<file path="config.mk">
export PLATFORM = sky130hd
export DESIGN_NAME = battery_level_monitor_flat
export DESIGN_NICKNAME = d
export VERILOG_FILES = /design/src/blm_pkg.sv /design/src/blm_if.sv /design/src/battery_level_monitor.sv /design/src/blm_curve.sv /design/src/blm_alert.sv /design/src/flat_wrapper.sv
export VERILOG_INCLUDE_DIRS = /design/src /design/src/src
export SDC_FILE = /design/constraint.sdc
export NUM_CORES = 1
export LEC_CHECK = 0
export ABC_AREA = 1
export ABC_CLOCK_PERIOD_IN_PS = 18350
export CAP_MARGIN = 20
export CORE_AREA = 2 2 83 85
export CTS_CLUSTER_DIAMETER = 30
export DETAILED_ROUTE_END_ITERATION = 8
export DIE_AREA = 0 0 85 87
export DONT_BUFFER_PORTS = 1
export PLACE_DENSITY = 0.82
export SYNTH_ARGS = -nofsm -noshare
export SYNTH_HDL_FRONTEND = slang
export SYNTH_SLANG_ARGS = --single-unit
</file>
<file path="constraint.sdc">
create_clock -name clk -period 18.35 [get_ports clk]
set_input_delay 5.505 -clock clk [delete_from_list [all_inputs] [get_ports clk]]
set_output_delay 5.505 -clock clk [all_outputs]
set_load 0.005 [all_outputs]
</file>
<file path="src/assert_macros.svh">
// Assertion macros used by the battery level monitor RTL.
// Included by the modules that carry concurrent assertions; no other dependencies.
`ifndef ASSERT_MACROS_SVH
`define ASSERT_MACROS_SVH

// The antecedent implies the consequent in the same cycle.
`define ASSERT_IMPLIES(label, clk, rst, a, b) \
  label: assert property (@(posedge clk) disable iff (rst) (a) |-> (b)) \
    else $error("implication check failed");

// The antecedent implies the consequent in the following cycle.
`define ASSERT_NEXT(label, clk, rst, a, b) \
  label: assert property (@(posedge clk) disable iff (rst) (a) |=> (b)) \
    else $error("next-cycle check failed");

// The expression never holds.
`define ASSERT_NEVER(label, clk, rst, a) \
  label: assert property (@(posedge clk) disable iff (rst) !(a)) \
    else $error("forbidden condition seen");

`endif

</file>
<file path="src/blm_pkg.sv">
// Package for the battery level monitor: widths, discharge curve table,
// register indexes and the alert status struct. No dependencies.
`default_nettype none

package blm_pkg;

  localparam int MV_W        = 16;
  localparam int PCT_W       = 7;
  localparam int CURVE_MV_W  = 12;
  localparam int CURVE_POINTS = 11;
  localparam int SEG_W       = $clog2(CURVE_POINTS);
  localparam int OFF_W       = 7;
  localparam int CFG_INDEX_W = 8;
  localparam int CFG_DATA_W  = 7;

  // Breakpoints from full charge downwards, with their percentages.
  localparam logic [CURVE_MV_W-1:0] CURVE_MV [CURVE_POINTS] = '{
    12'd3600, 12'd3550, 12'd3500, 12'd3450, 12'd3400, 12'd3350,
    12'd3300, 12'd3250, 12'd3200, 12'd3100, 12'd3000
  };
  localparam logic [PCT_W-1:0] CURVE_PCT [CURVE_POINTS] = '{
    7'd100, 7'd90, 7'd80, 7'd70, 7'd60, 7'd50,
    7'd40, 7'd30, 7'd20, 7'd10, 7'd0
  };

  localparam logic [PCT_W-1:0] PCT_FULL  = 7'd100;
  localparam logic [PCT_W-1:0] PCT_EMPTY = 7'd0;

  // Every segment spans ten percent, over either 50 mV or 100 mV. The
  // quotient off * 10 / span is then off / 5 or off / 10, taken as
  // off * 205 shifted right by 10 or 11 bits; exact for off below 100.
  localparam logic [CURVE_MV_W-1:0] SPAN_WIDE  = 12'd100;
  localparam logic [7:0]            RECIP_MUL  = 8'd205;
  localparam int                    SHIFT_NARROW = 10;
  localparam int                    SHIFT_WIDE   = 11;
  localparam int                    PROD_W     = OFF_W + 8;

  localparam logic [PCT_W-1:0] LOW_THRESHOLD_RESET      = 7'd15;
  localparam logic [PCT_W-1:0] CRITICAL_THRESHOLD_RESET = 7'd5;

  typedef enum logic [CFG_INDEX_W-1:0] {
    REG_LOW_THRESHOLD      = 8'd0,
    REG_CRITICAL_THRESHOLD = 8'd1
  } cfg_reg_t;

  typedef struct packed {
    logic low;
    logic critical;
  } alert_t;

endpackage

`default_nettype wire

</file>
<file path="src/blm_if.sv">
// Valid/ready channel interfaces for the battery level monitor.
// Depends on blm_pkg for the field widths.
`default_nettype none

interface blm_sample_if;
  logic                       valid;
  logic                       ready;
  logic [blm_pkg::MV_W-1:0]   millivolts;

  modport source (output valid, output millivolts, input ready);
  modport sink   (input valid, input millivolts, output ready);
endinterface

interface blm_result_if;
  logic                       valid;
  logic                       ready;
  logic [blm_pkg::PCT_W-1:0]  percent;
  logic                       low_alert;
  logic                       critical_alert;

  modport source (output valid, output percent, output low_alert, output critical_alert,
                  input ready);
  modport sink   (input valid, input percent, input low_alert, input critical_alert,
                  output ready);
endinterface

`default_nettype wire

</file>
<file path="src/battery_level_monitor.sv">
// Battery level monitor top level: input stage, charge lookup, alert latches
// and result register. Depends on blm_pkg, blm_if, blm_curve and blm_alert.
//
// Usage. Voltage samples arrive as beats on the sample channel (millivolts,
// unsigned) and each produces exactly one beat on the result channel
// carrying the state of charge in whole percent plus the low and critical
// alert flags. A beat moves when valid and ready are both high.
//
// A sample is taken into the input register, converted by the curve lookup
// and alert logic, and then held in the result register. Throughput is one
// sample per cycle, set by the two register stages which advance together
// whenever the result register is empty or being drained.
//
// When the receiver stalls, the result register holds its beat and the
// input register fills; sample ready then drops until the result moves.
// The alert latches update only as a sample moves into the result
// register, so each alert fires on at most one result beat.
//
// The user must write thresholds via the cfg port only while the block is
// idle; the block does not enforce this. A synchronous reset (rst) empties
// both stages, clears alert latches, restores thresholds to 15 and 5 percent.
`default_nettype none

module battery_level_monitor (
  input  wire logic                             clk,
  input  wire logic                             rst,
  blm_sample_if.sink                            sample,
  blm_result_if.source                          result,
  input  wire logic                             cfg_wr_en,
  input  wire logic [blm_pkg::CFG_INDEX_W-1:0]  cfg_index,
  input  wire logic [blm_pkg::CFG_DATA_W-1:0]   cfg_data
);

  logic [blm_pkg::PCT_W-1:0] low_threshold;
  logic [blm_pkg::PCT_W-1:0] critical_threshold;

  logic                      s1_valid;
  logic [blm_pkg::MV_W-1:0]  s1_mv;
  logic                      s1_move;

  logic                      out_valid;
  logic [blm_pkg::PCT_W-1:0] out_percent;
  logic                      out_low;
  logic                      out_crit;

  logic [blm_pkg::PCT_W-1:0] pct;
  blm_pkg::alert_t           fire;

  // Threshold registers; writes to unknown indexes are ignored.
  always_ff @(posedge clk) begin
    if (rst) begin
      low_threshold      <= blm_pkg::LOW_THRESHOLD_RESET;
      critical_threshold <= blm_pkg::CRITICAL_THRESHOLD_RESET;
    end else if (cfg_wr_en) begin
      case (blm_pkg::cfg_reg_t'(cfg_index))
        blm_pkg::REG_LOW_THRESHOLD:      low_threshold      <= cfg_data;
        blm_pkg::REG_CRITICAL_THRESHOLD: critical_threshold <= cfg_data;
        default: ;
      endcase
    end
  end

  // The first stage drains into the result register whenever that one is
  // empty or its beat is being taken this cycle.
  assign s1_move      = s1_valid && (!out_valid || result.ready);
  assign sample.ready = !s1_valid || s1_move;

  always_ff @(posedge clk) begin
    if (rst) begin
      s1_valid <= 1'b0;
    end else if (sample.ready) begin
      s1_valid <= sample.valid;
    end
  end

  always_ff @(posedge clk) begin
    if (sample.valid && sample.ready) begin
      s1_mv <= sample.millivolts;
    end
  end

  blm_curve u_curve (
    .millivolts (s1_mv),
    .percent    (pct)
  );

  blm_alert u_alert (
    .clk                (clk),
    .rst                (rst),
    .advance            (s1_move),
    .percent            (pct),
    .low_threshold      (low_threshold),
    .critical_threshold (critical_threshold),
    .fire               (fire)
  );

  always_ff @(posedge clk) begin
    if (rst) begin
      out_valid <= 1'b0;
    end else if (s1_move) begin
      out_valid <= 1'b1;
    end else if (result.ready) begin
      out_valid <= 1'b0;
    end
  end

  always_ff @(posedge clk) begin
    if (s1_move) begin
      out_percent <= pct;
      out_low     <= fire.low;
      out_crit    <= fire.critical;
    end
  end

  assign result.valid          = out_valid;
  assign result.percent        = out_percent;
  assign result.low_alert      = out_low;
  assign result.critical_alert = out_crit;

endmodule

`default_nettype wire

</file>
<file path="src/blm_curve.sv">
// Piecewise linear charge lookup: millivolts to whole percent.
// Depends on blm_pkg for the curve table and widths.
`default_nettype none

module blm_curve (
  input  wire logic [blm_pkg::MV_W-1:0]  millivolts,
  output logic      [blm_pkg::PCT_W-1:0] percent
);

  logic                               found;
  logic [blm_pkg::SEG_W-1:0]          seg;
  logic [blm_pkg::SEG_W-1:0]          seg_above;
  logic [blm_pkg::CURVE_MV_W-1:0]     span;
  logic [blm_pkg::MV_W-1:0]           diff;
  logic [blm_pkg::OFF_W-1:0]          off;
  logic [blm_pkg::PROD_W-1:0]         prod;
  logic [blm_pkg::PCT_W-1:0]          step;

  // Independent compares against each lower breakpoint; the highest voltage match wins.
  always_comb begin
    found = 1'b0;
    seg   = '0;
    for (int k = blm_pkg::CURVE_POINTS - 1; k >= 1; k--) begin
      if (millivolts >= {{(blm_pkg::MV_W-blm_pkg::CURVE_MV_W){1'b0}}, blm_pkg::CURVE_MV[k]})
      begin
        found = 1'b1;
        seg   = blm_pkg::SEG_W'(k);
      end
    end
  end

  assign seg_above = seg - blm_pkg::SEG_W'(1);
  assign span = blm_pkg::CURVE_MV[seg_above] - blm_pkg::CURVE_MV[seg];
  assign diff = millivolts - {{(blm_pkg::MV_W-blm_pkg::CURVE_MV_W){1'b0}},
                              blm_pkg::CURVE_MV[seg]};
  assign off  = diff[blm_pkg::OFF_W-1:0];
  assign prod = {{(blm_pkg::PROD_W-blm_pkg::OFF_W){1'b0}}, off} *
                {{(blm_pkg::PROD_W-8){1'b0}}, blm_pkg::RECIP_MUL};

  always_comb begin
    if (span == blm_pkg::SPAN_WIDE) begin
      step = blm_pkg::PCT_W'(prod >> blm_pkg::SHIFT_WIDE);
    end else begin
      step = blm_pkg::PCT_W'(prod >> blm_pkg::SHIFT_NARROW);
    end
  end

  always_comb begin
    if (millivolts >= {{(blm_pkg::MV_W-blm_pkg::CURVE_MV_W){1'b0}}, blm_pkg::CURVE_MV[0]})
    begin
      percent = blm_pkg::PCT_FULL;
    end else if (found) begin
      percent = blm_pkg::CURVE_PCT[seg] + step;
    end else begin
      percent = blm_pkg::PCT_EMPTY;
    end
  end

endmodule

`default_nettype wire

</file>
<file path="src/blm_alert.sv">
// Once-only low and critical alert latches for the battery level monitor.
// Depends on blm_pkg and assert_macros.svh.
`default_nettype none
`include "assert_macros.svh"

module blm_alert (
  input  wire logic                       clk,
  input  wire logic                       rst,
  input  wire logic                       advance,
  input  wire logic [blm_pkg::PCT_W-1:0]  percent,
  input  wire logic [blm_pkg::PCT_W-1:0]  low_threshold,
  input  wire logic [blm_pkg::PCT_W-1:0]  critical_threshold,
  output blm_pkg::alert_t                 fire
);

  logic low_alert_done;
  logic critical_alert_done;

  // Critical takes priority; when it fires the low check is skipped.
  always_comb begin
    fire.critical = (percent <= critical_threshold) && !critical_alert_done;
    fire.low      = !fire.critical && (percent <= low_threshold) && !low_alert_done;
  end

  always_ff @(posedge clk) begin
    if (rst) begin
      low_alert_done      <= 1'b0;
      critical_alert_done <= 1'b0;
    end else if (advance) begin
      if (fire.critical) begin
        critical_alert_done <= 1'b1;
      end
      if (fire.low) begin
        low_alert_done <= 1'b1;
      end
    end
  end

  `ASSERT_NEXT(a_crit_latches, clk, rst, advance && fire.critical, critical_alert_done)
  `ASSERT_NEXT(a_low_sticky, clk, rst, low_alert_done, low_alert_done)
  `ASSERT_IMPLIES(a_no_refire, clk, rst, critical_alert_done, !fire.critical)

endmodule

`default_nettype wire
</file>
<file path="src/flat_wrapper.sv">
// flat-port wrapper written by rule: the top's interface ports become plain ports
module battery_level_monitor_flat 
  (clk, rst, cfg_wr_en, cfg_index, cfg_data, sample_valid, sample_millivolts, sample_ready, result_valid, result_percent, result_low_alert, result_critical_alert, result_ready);
  blm_sample_if sample_i ();
  blm_result_if result_i ();
  input  wire logic clk;
  input  wire logic rst;
  input  wire logic cfg_wr_en;
  input  wire logic [blm_pkg::CFG_INDEX_W-1:0] cfg_index;
  input  wire logic [blm_pkg::CFG_DATA_W-1:0] cfg_data;
  input wire logic [$bits(sample_i.valid)-1:0] sample_valid;
  input wire logic [$bits(sample_i.millivolts)-1:0] sample_millivolts;
  output wire logic [$bits(sample_i.ready)-1:0] sample_ready;
  output wire logic [$bits(result_i.valid)-1:0] result_valid;
  output wire logic [$bits(result_i.percent)-1:0] result_percent;
  output wire logic [$bits(result_i.low_alert)-1:0] result_low_alert;
  output wire logic [$bits(result_i.critical_alert)-1:0] result_critical_alert;
  input wire logic [$bits(result_i.ready)-1:0] result_ready;
  assign sample_i.valid = sample_valid;
  assign sample_i.millivolts = sample_millivolts;
  assign sample_ready = sample_i.ready;
  assign result_valid = result_i.valid;
  assign result_percent = result_i.percent;
  assign result_low_alert = result_i.low_alert;
  assign result_critical_alert = result_i.critical_alert;
  assign result_i.ready = result_ready;
  battery_level_monitor u_core (.clk(clk), .rst(rst), .sample(sample_i), .result(result_i), .cfg_wr_en(cfg_wr_en), .cfg_index(cfg_index), .cfg_data(cfg_data));
endmodule
</file>
==> run_results.csv <==
group,metric,value,unit
hold_path,min_from,"u_core.u_alert.low_alert_done$_SDFFE_PP0P_",
floorplan,die-width,85,um
clock_tree,cts_tree,"done",
timing,setup_slack,7.15,ns
setup_path,crit_path_end_kind,"output port",
outcome,status,"finished clean",
setup_path,cp-start-kind,"primary input",
global_routing,met2_usage,48.7,%
timing,skew,0.0125,ns
global_routing,antenna_found_initial,0,
pwr,p_sw,0.244,mW
place,pre_cts_ws,7.15,ns
drt,dr.first_iter.drc_count,184,
drt,wl_per_cell,13.8,um
setup_path,cp_slowest_stage_delay,0.13,ns
timing,setup_viol,0,
global_routing,grt_usage,26.1,%
flow_run,max_cap_violations,0,
global_routing,grt_pass1_vias,3707,
pwr,sw_frac_of_total,44.9,%
pwr,combPwrFrac,63.9,%
final_layout,area_growth,4.99,%
place,dp_hpwl,7750,um
setup_path,startpoint,"result_ready",
place,place_congestion,0.959,
setup_path,worstPathRequired,12.84,ns
place,numPortBuffers,0,
clock_tree,cts_resized,0,
clock_tree,cts.clk_slew.worst_paths,0.07,ns
setup_path,path_depth,2,
timing,max_slew_margin,30.4,%
setup_path,crit_path_max_fanout,3,
global_routing,use_met1,29.9,%
timing,worstMarginPinSlew,1.04,ns
drt,vias_per_cell,5.56,
yosys,syn_area_per_cell,7.71,um^2
yosys,netlist_area,4440,um^2
clock_tree,cts.path.max_buffers,2,
yosys,async_flop_share,0,%
setup_path,r2r_start,"u_core.s1_mv[8]$_DFFE_PP_",
drt,wirelength,9120,um
clock_tree,htree_num_levels,2,
floorplan,initial_utilization,67.6,%
clock_tree,cts_buffers,5,
yosys,synth_edf_count,25,
pwr,seqPwrFrac,20.2,%
yosys,ys.flop_type,"edfxtp_1",
global_routing,grt_overflow,0,
setup_path,crit_buf_inv,1,
setup_path,path_cells,"inv_1 > nand3_1",
yosys,synthCells,576,
final_layout,n_fill_cell,525,
yosys,ys_warn_count,0,
clock_tree,clock-root-buffer,"clkbuf_8",
pwr,intPower,0.299,mW
drt,drt_pre_antenna_iters,4,
timing,fin_tns_setup,0,ns
pwr,ir_drop,0.111,mV
timing,final_hold_viol_count,0,
drt,drc,0,
timing,period_minus_slack,11.20,ns
floorplan,num_io_pins,47,
final_layout,fin_nets,698,
pwr,power_leakage,2.39,nW
final_layout,diodes,0,
floorplan,std_cell_rows,30,
drt,dr_total_vias,3673,
hold_path,holdPathStages,2,
clock_tree,cts.sinks,43,
timing,max_freq,89.3,MHz
yosys,syn-num-nets,694,
clock_tree,holdBufCountCts,0,
yosys,ys_seq_area_share,25.0,%
hold_path,hold_class,"reg -> reg",
global_routing,grt_max_degree,17,
setup_path,critPathKind,"in -> out",
drt,postRouteAntennaNets,0,
timing,slew_violations,0,
timing,fin_hold_ws,0.468,ns
floorplan,dieArea,7400,um^2
clock_tree,clk_latency,0.30,ns
setup_path,crit_family,"simple AND/OR/NAND/NOR gates",
setup_path,crit_slowest_cell,"nand3_1",
global_routing,grt_pass1_wl,15700,um
timing,finalCritPeriodShare,61.0,%
floorplan,core_region_area,6570,um^2
yosys,synth_cell_types,50,
floorplan,die_h,87,um
clock_tree,post_cts_buffers,0,
global_routing,use_met3,4.64,%
global_routing,grt_busiest_layer,"met2",
pwr,power_density,117,nW/um^2
setup_path,reg2regPathDepth,53,
yosys,ys_ff_latch,43,
pwr,p_clk_share,15.9,%
final_layout,drive_gt1_share,8.95,%
setup_path,crit_arrival,5.70,ns
timing,rsz0062_at_grt,"no",
## final cells by class
class | instances | area [um^2] | area share, %
multi-input cells | 428 | 2930 | 62.9
clock inverters | 2 | 60.1 | 1.29
flip-flops and latches | 43 | 1110 | 23.8
well taps | 80 | 100 | 2.15
clock buffers | 6 | 72.6 | 1.56
inverters | 102 | 384 | 8.24
## cell usage after synthesis, types with 3 or more instances
cell type	number	area, um^2
ha_1	72	901
inv_1	95	357
edfxtp_1	25	751
a21o_1	3	22.5
nand3_2	4	40.0
xor2_1	8	70.1
nand4_1	5	31.3
nand2_1	104	390
nor2_2	7	43.8
dfxtp_1	18	360
o211ai_1	5	37.5
fa_1	10	200
nor3_1	5	25.0
a21oi_1	46	230
o21ai_0	32	160
a31oi_1	4	25.0
a211oi_1	3	22.5
clkbuf_1	3	11.3
o21bai_1	3	22.5
nand2_2	12	75.1
or2_2	3	18.8
nor2_1	37	139
nand3_1	27	135
xnor2_1	6	52.6
inv_2	6	22.5
nand2_4	3	33.8
## worst reg2reg max path, delay by kind of cell (launching register included)
kind	cells	cell delay (ns)
DFF	1	0.47
adders and majority gates	10	3.46
AOI/OAI and AO/OA	17	3.17
buffers and inverters	5	0.53
and+or+nand+nor	18	1.72
xor gates and xnor gates	3	0.63
## registers in the layout, indices dropped and copies added (netlist names)
register	count
u_core.low_threshold	7
u_core.s1_mv	16
u_core.u_alert.critical_alert_done	1
u_core.u_alert.low_alert_done	1
u_core.result.valid	1
u_core.critical_threshold	7
u_core.result.low_alert	1
u_core.result.critical_alert	1
u_core.s1_valid	1
u_core.result.percent	7
## cell families (layout without fill, tap and decap cells)
kind of cell               count (synthesis)  after routing  synth area share [%]
adders and majority gates                 82             82                  24.8
buffers and inverters                    105            110                  8.90
and+or+nand+nor                          219            219                  23.4
AOI/OAI and AO/OA                        113            113                  15.1
xor gates and xnor gates                  14             14                  2.76
DFF                                       43             43                  25.0
## power by group through the flow
stage | Combinational (mW) | Sequential (mW) | Clock [mW]
final | 0.347 | 0.110 | 0.0862
after global routing | 0.404 | 0.110 | 0.0909
after CTS | 0.347 | 0.110 | 0.0869
after detailed placement | 0.343 | 0.112 | 0
after global placement | 0.329 | 0.112 | 0
after floorplan | 0.266 | 0.111 | 0
## per-layer routing
metal | vias up | wire length (um)
li1 | 1929 | -
met1 | 1652 | 3970
met2 | 79 | 4630
met3 | 13 | 362
met4 | 0 | 150
met5 | - | 0
## worst paths after layout
check                                               end  slack, ns
max                                        sample_ready       7.15
min          u_core.u_alert.low_alert_done$_SDFFE_PP0P_       0.47
max reg2reg  u_core.u_alert.low_alert_done$_SDFFE_PP0P_       8.30
min reg2reg  u_core.u_alert.low_alert_done$_SDFFE_PP0P_       0.47
## metrics by stage
step | instances | power [mW] | cell area, um^2 | utilization, %
floorplan | 576 | 0.377 | 4440 | -
global placement | 653 | 0.441 | 4530 | 69.0
detailed placement | 653 | 0.455 | 4530 | 69.0
CTS | 661 | 0.543 | 4660 | 71.0
global route | 661 | 0.605 | 4660 | 71.0
finish | 661 | 0.543 | 4660 | 71.0
## cell usage in the layout (no fill, tap or decap), types with 2 or more instances in the layout
| cell type | instances |
|---|---|
| o2111ai_1 | 2 |
| nand3_1 | 27 |
| a21oi_1 | 46 |
| xor2_1 | 8 |
| o211ai_1 | 5 |
| nor3_1 | 5 |
| nor2_1 | 37 |
| a211oi_1 | 3 |
| nand4_1 | 5 |
| o21bai_1 | 3 |
| nand2_1 | 104 |
| a21o_1 | 3 |
| nor3b_1 | 2 |
| clkbuf_8 | 5 |
| dfxtp_1 | 18 |
| o21ai_0 | 32 |
| nor2_4 | 2 |
| edfxtp_1 | 25 |
| inv_1 | 95 |
| or2_2 | 3 |
| ha_1 | 72 |
| nand3_2 | 4 |
| inv_2 | 6 |
| o31ai_1 | 2 |
| xnor2_1 | 6 |
| a31oi_1 | 4 |
| o21a_1 | 2 |
| o21ai_1 | 2 |
| fa_1 | 10 |
| nand2_2 | 12 |
| nand2_4 | 3 |
| bufinv_16 | 2 |
| nor2_2 | 7 |
(Power assumes the default switching activity.)
